File: src/hw/rtl/lsf_pkg.sv
package lsf_pkg;

  // data set size and field widths
  localparam int MAX_PAIRS = 65536;
  localparam int CNT_W     = $clog2(MAX_PAIRS + 1);
  localparam int SAMP_W    = 16;
  localparam int SX_W      = 33;
  localparam int SXX_W     = 47;
  localparam int SXY_W     = 48;
  localparam int RES_W     = 48;
  localparam int FRAC_W    = 16;

  // shared datapath widths
  localparam int MA_W      = 48;
  localparam int MB_W      = 33;
  localparam int NUM_W     = 80;
  localparam int DEN_W     = 64;
  localparam int ALU_W     = NUM_W + FRAC_W;
  localparam int DIV_STEPS = ALU_W;
  localparam int STEP_W    = $clog2(DIV_STEPS);

  localparam logic [RES_W-1:0] SAT_POS = {1'b0, {(RES_W - 1){1'b1}}};
  localparam logic [RES_W-1:0] SAT_NEG = {1'b1, {(RES_W - 1){1'b0}}};

  // register index is the word address
  typedef enum logic {
    REG_SKIP_ZERO = 1'b0,
    REG_ABS_LIMIT = 1'b1
  } lsf_reg_t;

  typedef enum logic [2:0] {
    ST_IDLE,
    ST_MUL_LOAD,
    ST_MUL_STEP,
    ST_DIV_MAG,
    ST_DIV_HALF,
    ST_DIV_STEP,
    ST_DIV_END,
    ST_DONE
  } lsf_state_t;

  // product order: each odd entry is subtracted from the one before it
  typedef enum logic [2:0] {
    PROD_N_SXX,
    PROD_SX_SX,
    PROD_N_SXY,
    PROD_SX_SY,
    PROD_SXX_SY,
    PROD_SX_SXY
  } lsf_prod_t;

  typedef struct packed {
    logic        [CNT_W-1:0] n;
    logic signed [SX_W-1:0]  sx;
    logic signed [SX_W-1:0]  sy;
    logic        [SXX_W-1:0] sxx;
    logic signed [SXY_W-1:0] sxy;
  } lsf_sums_t;

  typedef struct packed {
    logic signed [RES_W-1:0] slope;
    logic signed [RES_W-1:0] intercept;
    logic                    degenerate;
  } lsf_result_t;

  function automatic logic [RES_W-1:0] sat_sign(input logic signed [NUM_W-1:0] v);
    logic [RES_W-1:0] r;
    if (v[NUM_W-1]) begin
      r = SAT_NEG;
    end else if (v == '0) begin
      r = '0;
    end else begin
      r = SAT_POS;
    end
    return r;
  endfunction

endpackage

File: src/hw/rtl/least_squares_line_fit.sv
// least-squares straight-line fit over a stream of signed 16-bit (x, y) pairs
//
// input: a pair is taken at a clock edge with start high and busy low. a pair
//   that passes the zero filter and the |y| limit adds to the count and the
//   sums of x, y, x*x and x*y in that same cycle, so pairs without last can
//   arrive every cycle with no stall.
// fit: the pair marked last raises busy from the next cycle on. the fit runs
//   on one shared adder: six shift-add products (one step per multiplier bit,
//   at most 17 or 32 bits each), then two 96-step restoring divisions. when
//   the denominator is zero, the divisions are skipped.
// output: slope_out, intercept_out (Q31.16, saturated), used_count and
//   degenerate stand for exactly one cycle with done high. the receiver
//   cannot stall, so nothing waits; the sums clear at that edge.
// config: apb-style port, skip_zero at 0x0, abs_limit at 0x4; the user must
//   write them only while the block is idle (not enforced). pready is always high.
// reset: rst clears the registers, the count and all sums.
module least_squares_line_fit import lsf_pkg::*; (
  input  logic                     clk,
  input  logic                     rst,
  input  logic                     start,
  output logic                     busy,
  input  logic signed [SAMP_W-1:0] x_value,
  input  logic signed [SAMP_W-1:0] y_value,
  input  logic                     last,
  output logic                     done,
  output logic signed [RES_W-1:0]  slope_out,
  output logic signed [RES_W-1:0]  intercept_out,
  output logic [CNT_W-1:0]         used_count,
  output logic                     degenerate,
  input  logic                     psel,
  input  logic                     penable,
  input  logic                     pwrite,
  input  logic [2:0]               paddr,
  input  logic [31:0]              pwdata,
  output logic [31:0]              prdata,
  output logic                     pready
);

  logic        skip_zero;
  logic [14:0] abs_limit;

  logic        [CNT_W-1:0] pair_count;
  logic signed [SX_W-1:0]  total_x;
  logic signed [SX_W-1:0]  total_y;
  logic        [SXX_W-1:0] total_xx;
  logic signed [SXY_W-1:0] total_xy;

  logic        fit_go;
  logic        eng_busy;
  logic        eng_done;
  lsf_sums_t   sums;
  lsf_result_t res;

  logic                        accept;
  logic                        keep;
  logic signed [SAMP_W:0]      y_ext;
  logic [SAMP_W:0]             abs_y;
  logic signed [2*SAMP_W-1:0]  xx_prod;
  logic signed [2*SAMP_W-1:0]  xy_prod;
  logic                        cfg_wr;

  // config port
  assign pready = 1'b1;
  assign cfg_wr = psel & penable & pwrite & pready;

  always_ff @(posedge clk) begin
    if (rst) begin
      skip_zero <= 1'b0;
      abs_limit <= '0;
    end else if (cfg_wr) begin
      unique case (paddr[2])
        REG_SKIP_ZERO: skip_zero <= pwdata[0];
        REG_ABS_LIMIT: abs_limit <= pwdata[14:0];
        default:       skip_zero <= skip_zero;
      endcase
    end
  end

  always_comb begin
    unique case (paddr[2])
      REG_SKIP_ZERO: prdata = {31'b0, skip_zero};
      REG_ABS_LIMIT: prdata = {17'b0, abs_limit};
      default:       prdata = '0;
    endcase
  end

  // pair filters; |-32768| is 32768 and so never below the limit
  assign accept  = start & ~busy;
  assign y_ext   = (SAMP_W + 1)'(y_value);
  assign abs_y   = y_ext[SAMP_W] ? (SAMP_W + 1)'(-y_ext) : (SAMP_W + 1)'(y_ext);
  assign xx_prod = x_value * x_value;
  assign xy_prod = x_value * y_value;

  always_comb begin
    keep = 1'b1;
    if (skip_zero && (x_value == '0 || y_value == '0)) keep = 1'b0;
    if (abs_limit != '0 && abs_y >= (SAMP_W + 1)'(abs_limit)) keep = 1'b0;
    if (pair_count >= CNT_W'(MAX_PAIRS)) keep = 1'b0;
  end

  // accumulators, cleared as the result goes out
  always_ff @(posedge clk) begin
    if (rst || eng_done) begin
      pair_count <= '0;
      total_x    <= '0;
      total_y    <= '0;
      total_xx   <= '0;
      total_xy   <= '0;
    end else if (accept && keep) begin
      pair_count <= pair_count + CNT_W'(1);
      total_x    <= total_x + SX_W'(x_value);
      total_y    <= total_y + SX_W'(y_value);
      total_xx   <= total_xx + SXX_W'($unsigned(xx_prod));
      total_xy   <= total_xy + SXY_W'(xy_prod);
    end
  end

  // the fit starts from fit_go, registered after the last pair, so the sums are settled
  always_ff @(posedge clk) begin
    if (rst) begin
      fit_go <= 1'b0;
    end else begin
      fit_go <= accept & last;
    end
  end

  assign sums.n   = pair_count;
  assign sums.sx  = total_x;
  assign sums.sy  = total_y;
  assign sums.sxx = total_xx;
  assign sums.sxy = total_xy;

  lsf_engine u_engine (
    .clk    (clk),
    .rst    (rst),
    .start  (fit_go),
    .sums   (sums),
    .busy   (eng_busy),
    .done   (eng_done),
    .result (res)
  );

  assign busy          = fit_go | eng_busy;
  assign done          = eng_done;
  assign slope_out     = res.slope;
  assign intercept_out = res.intercept;
  assign degenerate    = res.degenerate;
  assign used_count    = pair_count;

  // the last pair always starts a fit
  a_last_goes_busy: assert property (@(posedge clk) disable iff (rst)
    (accept && last) |=> busy)
    else $error("last pair did not start a fit");

  // sums are clear once a result has gone out
  a_clear_after_done: assert property (@(posedge clk) disable iff (rst)
    done |=> (pair_count == '0 && total_x == '0 && total_xx == '0))
    else $error("sums not cleared after result");

  // no new pair while the result beat is on the ports
  a_done_blocks_input: assert property (@(posedge clk) disable iff (rst)
    done |-> busy)
    else $error("input open during result beat");

  // a degenerate fit gives only saturated or zero results
  a_degen_sat: assert property (@(posedge clk) disable iff (rst)
    (done && degenerate) |-> ((slope_out == SAT_POS || slope_out == SAT_NEG
      || slope_out == '0) && (intercept_out == SAT_POS
      || intercept_out == SAT_NEG || intercept_out == '0)))
    else $error("degenerate fit not saturated");

endmodule

File: src/hw/rtl/lsf_engine.sv
module lsf_engine import lsf_pkg::*; (
  input  logic        clk,
  input  logic        rst,
  input  logic        start,
  input  lsf_sums_t   sums,
  output logic        busy,
  output logic        done,
  output lsf_result_t result
);

  lsf_state_t state, state_next;
  lsf_prod_t  prod;
  logic       pass;

  logic [ALU_W-1:0] acc;
  logic [ALU_W-1:0] ma;
  logic [MB_W-1:0]  mb;
  logic             mul_neg;

  logic        [DEN_W-1:0] den_r;
  logic signed [NUM_W-1:0] nsl_r;
  logic signed [NUM_W-1:0] nin_r;

  logic [ALU_W-1:0]  dvd;
  logic [DEN_W-1:0]  rem;
  logic [RES_W-1:0]  quo;
  logic              quo_ovf;
  logic              num_neg;
  logic [STEP_W-1:0] step;

  logic [ALU_W-1:0] alu_a, alu_b, alu_sum;
  logic             alu_cin;

  // operand selection for the current product
  logic signed [MA_W-1:0] op_a;
  logic signed [MB_W-1:0] op_b;
  logic                   prod_sub;
  logic                   b_neg;
  logic [MB_W-1:0]        b_mag;

  logic                    mul_last;
  logic [ALU_W-1:0]        acc_fin;
  logic signed [NUM_W-1:0] num_sel;
  logic signed [ALU_W-1:0] num_ext;
  logic [DEN_W:0]          div_t;
  logic                    div_ge;
  logic [RES_W-1:0]        quo_res;

  always_comb begin
    op_a     = '0;
    op_b     = '0;
    prod_sub = 1'b0;
    unique case (prod)
      PROD_N_SXX: begin
        op_a = MA_W'(sums.sxx);
        op_b = MB_W'(sums.n);
      end
      PROD_SX_SX: begin
        op_a     = MA_W'(sums.sx);
        op_b     = MB_W'(sums.sx);
        prod_sub = 1'b1;
      end
      PROD_N_SXY: begin
        op_a = MA_W'(sums.sxy);
        op_b = MB_W'(sums.n);
      end
      PROD_SX_SY: begin
        op_a     = MA_W'(sums.sx);
        op_b     = MB_W'(sums.sy);
        prod_sub = 1'b1;
      end
      PROD_SXX_SY: begin
        op_a = MA_W'(sums.sxx);
        op_b = MB_W'(sums.sy);
      end
      PROD_SX_SXY: begin
        op_a     = MA_W'(sums.sxy);
        op_b     = MB_W'(sums.sx);
        prod_sub = 1'b1;
      end
      default: begin
        op_a = '0;
        op_b = '0;
      end
    endcase
    b_neg = op_b[MB_W-1];
    b_mag = b_neg ? MB_W'(-op_b) : MB_W'(op_b);
  end

  assign num_sel  = pass ? nin_r : nsl_r;
  assign num_ext  = ALU_W'(num_sel);
  assign div_t    = {rem, dvd[ALU_W-1]};
  assign mul_last = (mb[MB_W-1:1] == '0);

  // the one shared adder
  always_comb begin
    alu_a   = '0;
    alu_b   = '0;
    alu_cin = 1'b0;
    unique case (state)
      ST_MUL_STEP: begin
        alu_a   = acc;
        alu_b   = mul_neg ? ~ma : ma;
        alu_cin = mul_neg;
      end
      ST_DIV_MAG: begin
        alu_b   = num_sel[NUM_W-1] ? ~num_ext : num_ext;
        alu_cin = num_sel[NUM_W-1];
      end
      ST_DIV_HALF: begin
        alu_a = {dvd[ALU_W-FRAC_W-1:0], FRAC_W'(0)};
        alu_b = ALU_W'(den_r >> 1);
      end
      ST_DIV_STEP: begin
        alu_a   = ALU_W'(div_t);
        alu_b   = ~ALU_W'(den_r);
        alu_cin = 1'b1;
      end
      default: begin
        alu_a = '0;
      end
    endcase
    alu_sum = alu_a + alu_b + ALU_W'(alu_cin);
  end

  assign acc_fin = mb[0] ? alu_sum : acc;
  assign div_ge  = ~alu_sum[ALU_W-1];

  // round-to-nearest quotient, signed and saturated
  always_comb begin
    if (num_neg) begin
      if (quo_ovf || (quo[RES_W-1] && (quo[RES_W-2:0] != '0))) begin
        quo_res = SAT_NEG;
      end else begin
        quo_res = RES_W'(0) - quo;
      end
    end else begin
      if (quo_ovf || quo[RES_W-1]) begin
        quo_res = SAT_POS;
      end else begin
        quo_res = quo;
      end
    end
  end

  always_comb begin
    state_next = state;
    unique case (state)
      ST_IDLE:     if (start) state_next = ST_MUL_LOAD;
      ST_MUL_LOAD: state_next = ST_MUL_STEP;
      ST_MUL_STEP: begin
        if (mul_last) begin
          if (prod != PROD_SX_SXY) begin
            state_next = ST_MUL_LOAD;
          end else if (den_r == '0) begin
            state_next = ST_DONE;
          end else begin
            state_next = ST_DIV_MAG;
          end
        end
      end
      ST_DIV_MAG:  state_next = ST_DIV_HALF;
      ST_DIV_HALF: state_next = ST_DIV_STEP;
      ST_DIV_STEP: if (step == STEP_W'(DIV_STEPS - 1)) state_next = ST_DIV_END;
      ST_DIV_END:  state_next = pass ? ST_DONE : ST_DIV_MAG;
      ST_DONE:     state_next = ST_IDLE;
      default:     state_next = ST_IDLE;
    endcase
  end

  always_ff @(posedge clk) begin
    if (rst) begin
      state <= ST_IDLE;
      prod  <= PROD_N_SXX;
      pass  <= 1'b0;
      step  <= '0;
    end else begin
      state <= state_next;
      unique case (state)
        ST_IDLE: begin
          prod <= PROD_N_SXX;
          pass <= 1'b0;
        end
        ST_MUL_STEP: if (mul_last && prod != PROD_SX_SXY) prod <= lsf_prod_t'(3'(prod) + 3'd1);
        ST_DIV_HALF: step <= '0;
        ST_DIV_STEP: step <= step + STEP_W'(1);
        ST_DIV_END:  pass <= 1'b1;
        default: begin
          step <= step;
        end
      endcase
    end
  end

  always_ff @(posedge clk) begin
    unique case (state)
      ST_MUL_LOAD: begin
        if (!prod_sub) acc <= '0;
        ma      <= ALU_W'(op_a);
        mb      <= b_mag;
        mul_neg <= b_neg ^ prod_sub;
      end
      ST_MUL_STEP: begin
        acc <= acc_fin;
        ma  <= {ma[ALU_W-2:0], 1'b0};
        mb  <= mb >> 1;
        if (mul_last) begin
          unique case (prod)
            PROD_SX_SX: den_r <= acc_fin[DEN_W-1:0];
            PROD_SX_SY: nsl_r <= acc_fin[NUM_W-1:0];
            PROD_SX_SXY: begin
              nin_r                    <= acc_fin[NUM_W-1:0];
              result.slope             <= sat_sign(nsl_r);
              result.intercept         <= sat_sign(acc_fin[NUM_W-1:0]);
              result.degenerate        <= (den_r == '0);
            end
            default: begin
              den_r <= den_r;
            end
          endcase
        end
      end
      ST_DIV_MAG: begin
        dvd     <= alu_sum;
        num_neg <= num_sel[NUM_W-1];
      end
      ST_DIV_HALF: begin
        dvd     <= alu_sum;
        rem     <= '0;
        quo     <= '0;
        quo_ovf <= 1'b0;
      end
      ST_DIV_STEP: begin
        rem     <= div_ge ? alu_sum[DEN_W-1:0] : div_t[DEN_W-1:0];
        dvd     <= {dvd[ALU_W-2:0], 1'b0};
        quo     <= {quo[RES_W-2:0], div_ge};
        quo_ovf <= quo_ovf | quo[RES_W-1];
      end
      ST_DIV_END: begin
        if (pass) begin
          result.intercept <= quo_res;
        end else begin
          result.slope <= quo_res;
        end
        result.degenerate <= 1'b0;
      end
      default: begin
        acc <= acc;
      end
    endcase
  end

  assign busy = (state != ST_IDLE);
  assign done = (state == ST_DONE);

endmodule

File: config.mk
export PLATFORM = sky130hd
export DESIGN_NAME = least_squares_line_fit
export DESIGN_NICKNAME = d
export VERILOG_FILES = /design/src/hw/rtl/lsf_pkg.sv /design/src/hw/rtl/least_squares_line_fit.sv /design/src/hw/rtl/lsf_engine.sv
export SDC_FILE = /design/constraint.sdc
export NUM_CORES = 2
export LEC_CHECK = 0
export BUFFER_PORTS_ARGS = -buffer_cell sky130_fd_sc_hd__buf_2
export CORE_MARGIN = 2
export CORE_UTILIZATION = 40
export CTS_BUF_LIST = sky130_fd_sc_hd__clkbuf_8
export DETAILED_ROUTE_END_ITERATION = 8
export GPL_TIMING_DRIVEN = 1
export PLACE_DENSITY_LB_ADDON = 0.25
export SETUP_SLACK_MARGIN = 0.4
export SYNTH_ARGS = -nofsm -noshare
export SYNTH_HDL_FRONTEND = slang
export SYNTH_SLANG_ARGS = --single-unit
File: constraint.sdc
create_clock -name clk -period 19.4 [get_ports clk]
set_input_delay 2.91 -clock clk [delete_from_list [all_inputs] [get_ports clk]]
set_output_delay 2.91 -clock clk [all_outputs]
set_load 0.005 [all_outputs]
==> summary.txt <==
GPL Wtd Cong - 0.942
Min-Delay Path Class - register to register
Nets - 9,427
CTS Root Cell - clkbuf_8
grt peak-use layer - met2
sequential element share of the synthesized area - 0.340
Setup Viol. Count Final - 0
Max clock buf depth - 3
met2 Usage GRT - 0.380
commonest non-fill, non-tap cells in the layout - nand2_1 (1,254), inv_1 (846), edfxtp_1 (757)
die area - 201,000 sq um
Slew Limit Fails - 0
most used cell, CP - fa_1
Fmax achieved - 82.1 MHz
Synth Warn # - 0
1st-iter DRT viols - 5,561
Rows - 163
Routed Antenna Nets - 0
CP peak stage delay - 790 ps
Starting Density - 0.402
run status - finished with violations
Post-synth ARST share - 0
Most used DFF post-synth - edfxtp_1
H-tree depth - 4
count of hold-fix buffers inserted at cts - 0
min Tclk post-route - 12,180 ps
WL final - 239,000 um
Die X - 449 um
share of cells above drive strength 1 - 0.0718
drt drc - 5
max-cap violations - 0
vias in the first global route - 63,100
initial antenna violation count - 6
headroom to the max-slew limit - 0.0381
layout filler cell count - 19,200
overall routing resource usage - 0.233
setup TNS - 0 ps
Final Hold Violating Endpoints - 0
CP Capture Type - register
crit path buf inv count - 7
DR vias - 62,400
slowest CP cell - a21oi_1
Congestion Overflow GR - 0
cell family with most CP delay - compound AO/OA/AOI/OAI gates
Area Overhead vs Synth - 8.20%
Mapped Cells - 8,353
I/O Buffers - 185
pre-CTS setup slack - 6390 ps
Top Ports - 223
most common cell after layout, fill and taps aside - nand2_1
met1 GRT Util - 0.317
post_cts resized - 0
die height - 449 um
vias per cell - 5.63
number of library cell types mapped by synthesis - 88
global-route wire length before repair - 371,000 um
failing checks - design-rule violations
Reg clk slew, reported paths - 60 ps
Setup crit start kind - input port
critical path class - input port to register
unrepaired setup endpoints after global routing - false
crit path max fanout - 29
Setup Fix Bufs, Post-CTS - 0
Req. time, crit path - 20,180 ps
CTS Buf Count - 167
actual slew at the worst max-slew pin - 1430 ps
Reg2Reg Setup Slack - 8850 ps
Placement Cell Area - 82,500 sq um
Data arrival, critical path - 12,960 ps
Avg Inst Size Synth - 9.48 sq um
final setup margin - 7220 ps
crit share post-route - 0.628
met3 GRT Util - 0.0347
WL/cell - 21.5 um
Fin Clk Skew - 75.0 ps
hpwl dp - 174,000 um
TritonCTS clock tree - built
Final Instance Area - 85,700 sq um
EDFF count, synth - 757
Clock Sinks - 966
number of synthesized register bits - 966
largest net degree at the start of global routing - 200
synthesized cell area - 79,200 sq um
Core Box Area - 197,000 sq um
clk_lat worst skew - 950 ps
1st-pass router iterations - 9
==> through the flow <==
stage,hold slack [ps],utilization,std cells
6_report,471,0.435,11100
2_1_floorplan,448,-,8369
5_1_grt,494,0.435,11100
3_3_place_gp,458,0.419,10800
3_5_place_dp,463,0.419,10800
4_1_cts,471,0.435,11100
==> final cells by class <==
type / instances / area [sq um] / share of cell area
flip-flops and latches: 966 / 26900 / 0.314
inverters: 782 / 2940 / 0.0343
diodes: 2 / 5.00 / 0.0000584
repair buffers: 285 / 1730 / 0.0202
multi-input cells: 6116 / 47600 / 0.556
well taps: 2640 / 3300 / 0.0386
clock buffers: 179 / 2460 / 0.0288
clock inverters: 129 / 681 / 0.00795
==> final timing paths <==
check | startpoint | to | cells past startpoint
min | total_y[28]$_SDFFE_PP0P_ | total_y[28]$_SDFFE_PP0P_ | 2
min reg2reg | total_y[28]$_SDFFE_PP0P_ | total_y[28]$_SDFFE_PP0P_ | 2
max reg2reg | u_engine.state[1]$_SDFFE_PP0P_ | u_engine.result[15]$_DFFE_PP_ | 21
max | x_value[10] | total_xx[41]$_SDFFE_PP0P_ | 36
==> cells by family after synthesis <==
kind of cell | synth area share
simple gates | 0.150
compound gates | 0.148
mux | 0.0249
buf+inv | 0.0623
other cells | 0.0000949
xor+xnor | 0.0548
fa+ha+maj | 0.221
flops | 0.340
==> synthesized netlist by cell type, drive strengths merged (88+ instances only) <==
cell type / number / area, sq um
a21o: 190 / 1430
and2: 228 / 1430
o21ai: 444 / 2230
nand3: 136 / 681
ha: 432 / 5410
nor2: 423 / 1590
dfxtp: 209 / 4180
inv: 777 / 2920
xor2: 118 / 1030
o211ai: 88 / 661
xnor2: 377 / 3300
nand2: 1258 / 4720
a21oi: 451 / 2260
fa: 603 / 12100
nor3: 100 / 500
and3: 92 / 576
clkbuf: 430 / 1610
edfxtp: 757 / 22700
mux2i: 163 / 1630
==> routing by layer <==
metal | routed length (um) | part of all wire
met5 | 16 | 0.000067
met4 | 7730 | 0.032
met3 | 15500 | 0.065
met2 | 111000 | 0.46
met1 | 105000 | 0.44
==> state kept, by name, indices dropped and copies added (netlist names), 47 cells and up <==
signal / flops
total_xx: 47
total_xy: 48
u_engine.acc: 96
u_engine.den_r: 64
u_engine.dvd: 96
u_engine.ma: 96
u_engine.nin_r: 80
u_engine.nsl_r: 80
u_engine.quo: 48
u_engine.rem: 64
u_engine.result: 97
==> tightest hold or removal path, stage by stage, from the launching register on <==
cell and delay [ps]:
dfxtp_1 320, nand2_1 60, a21oi_1 50
Power is not shown: default switching activity piles up to over one toggle a cycle in this logic, so the estimate is an artifact.
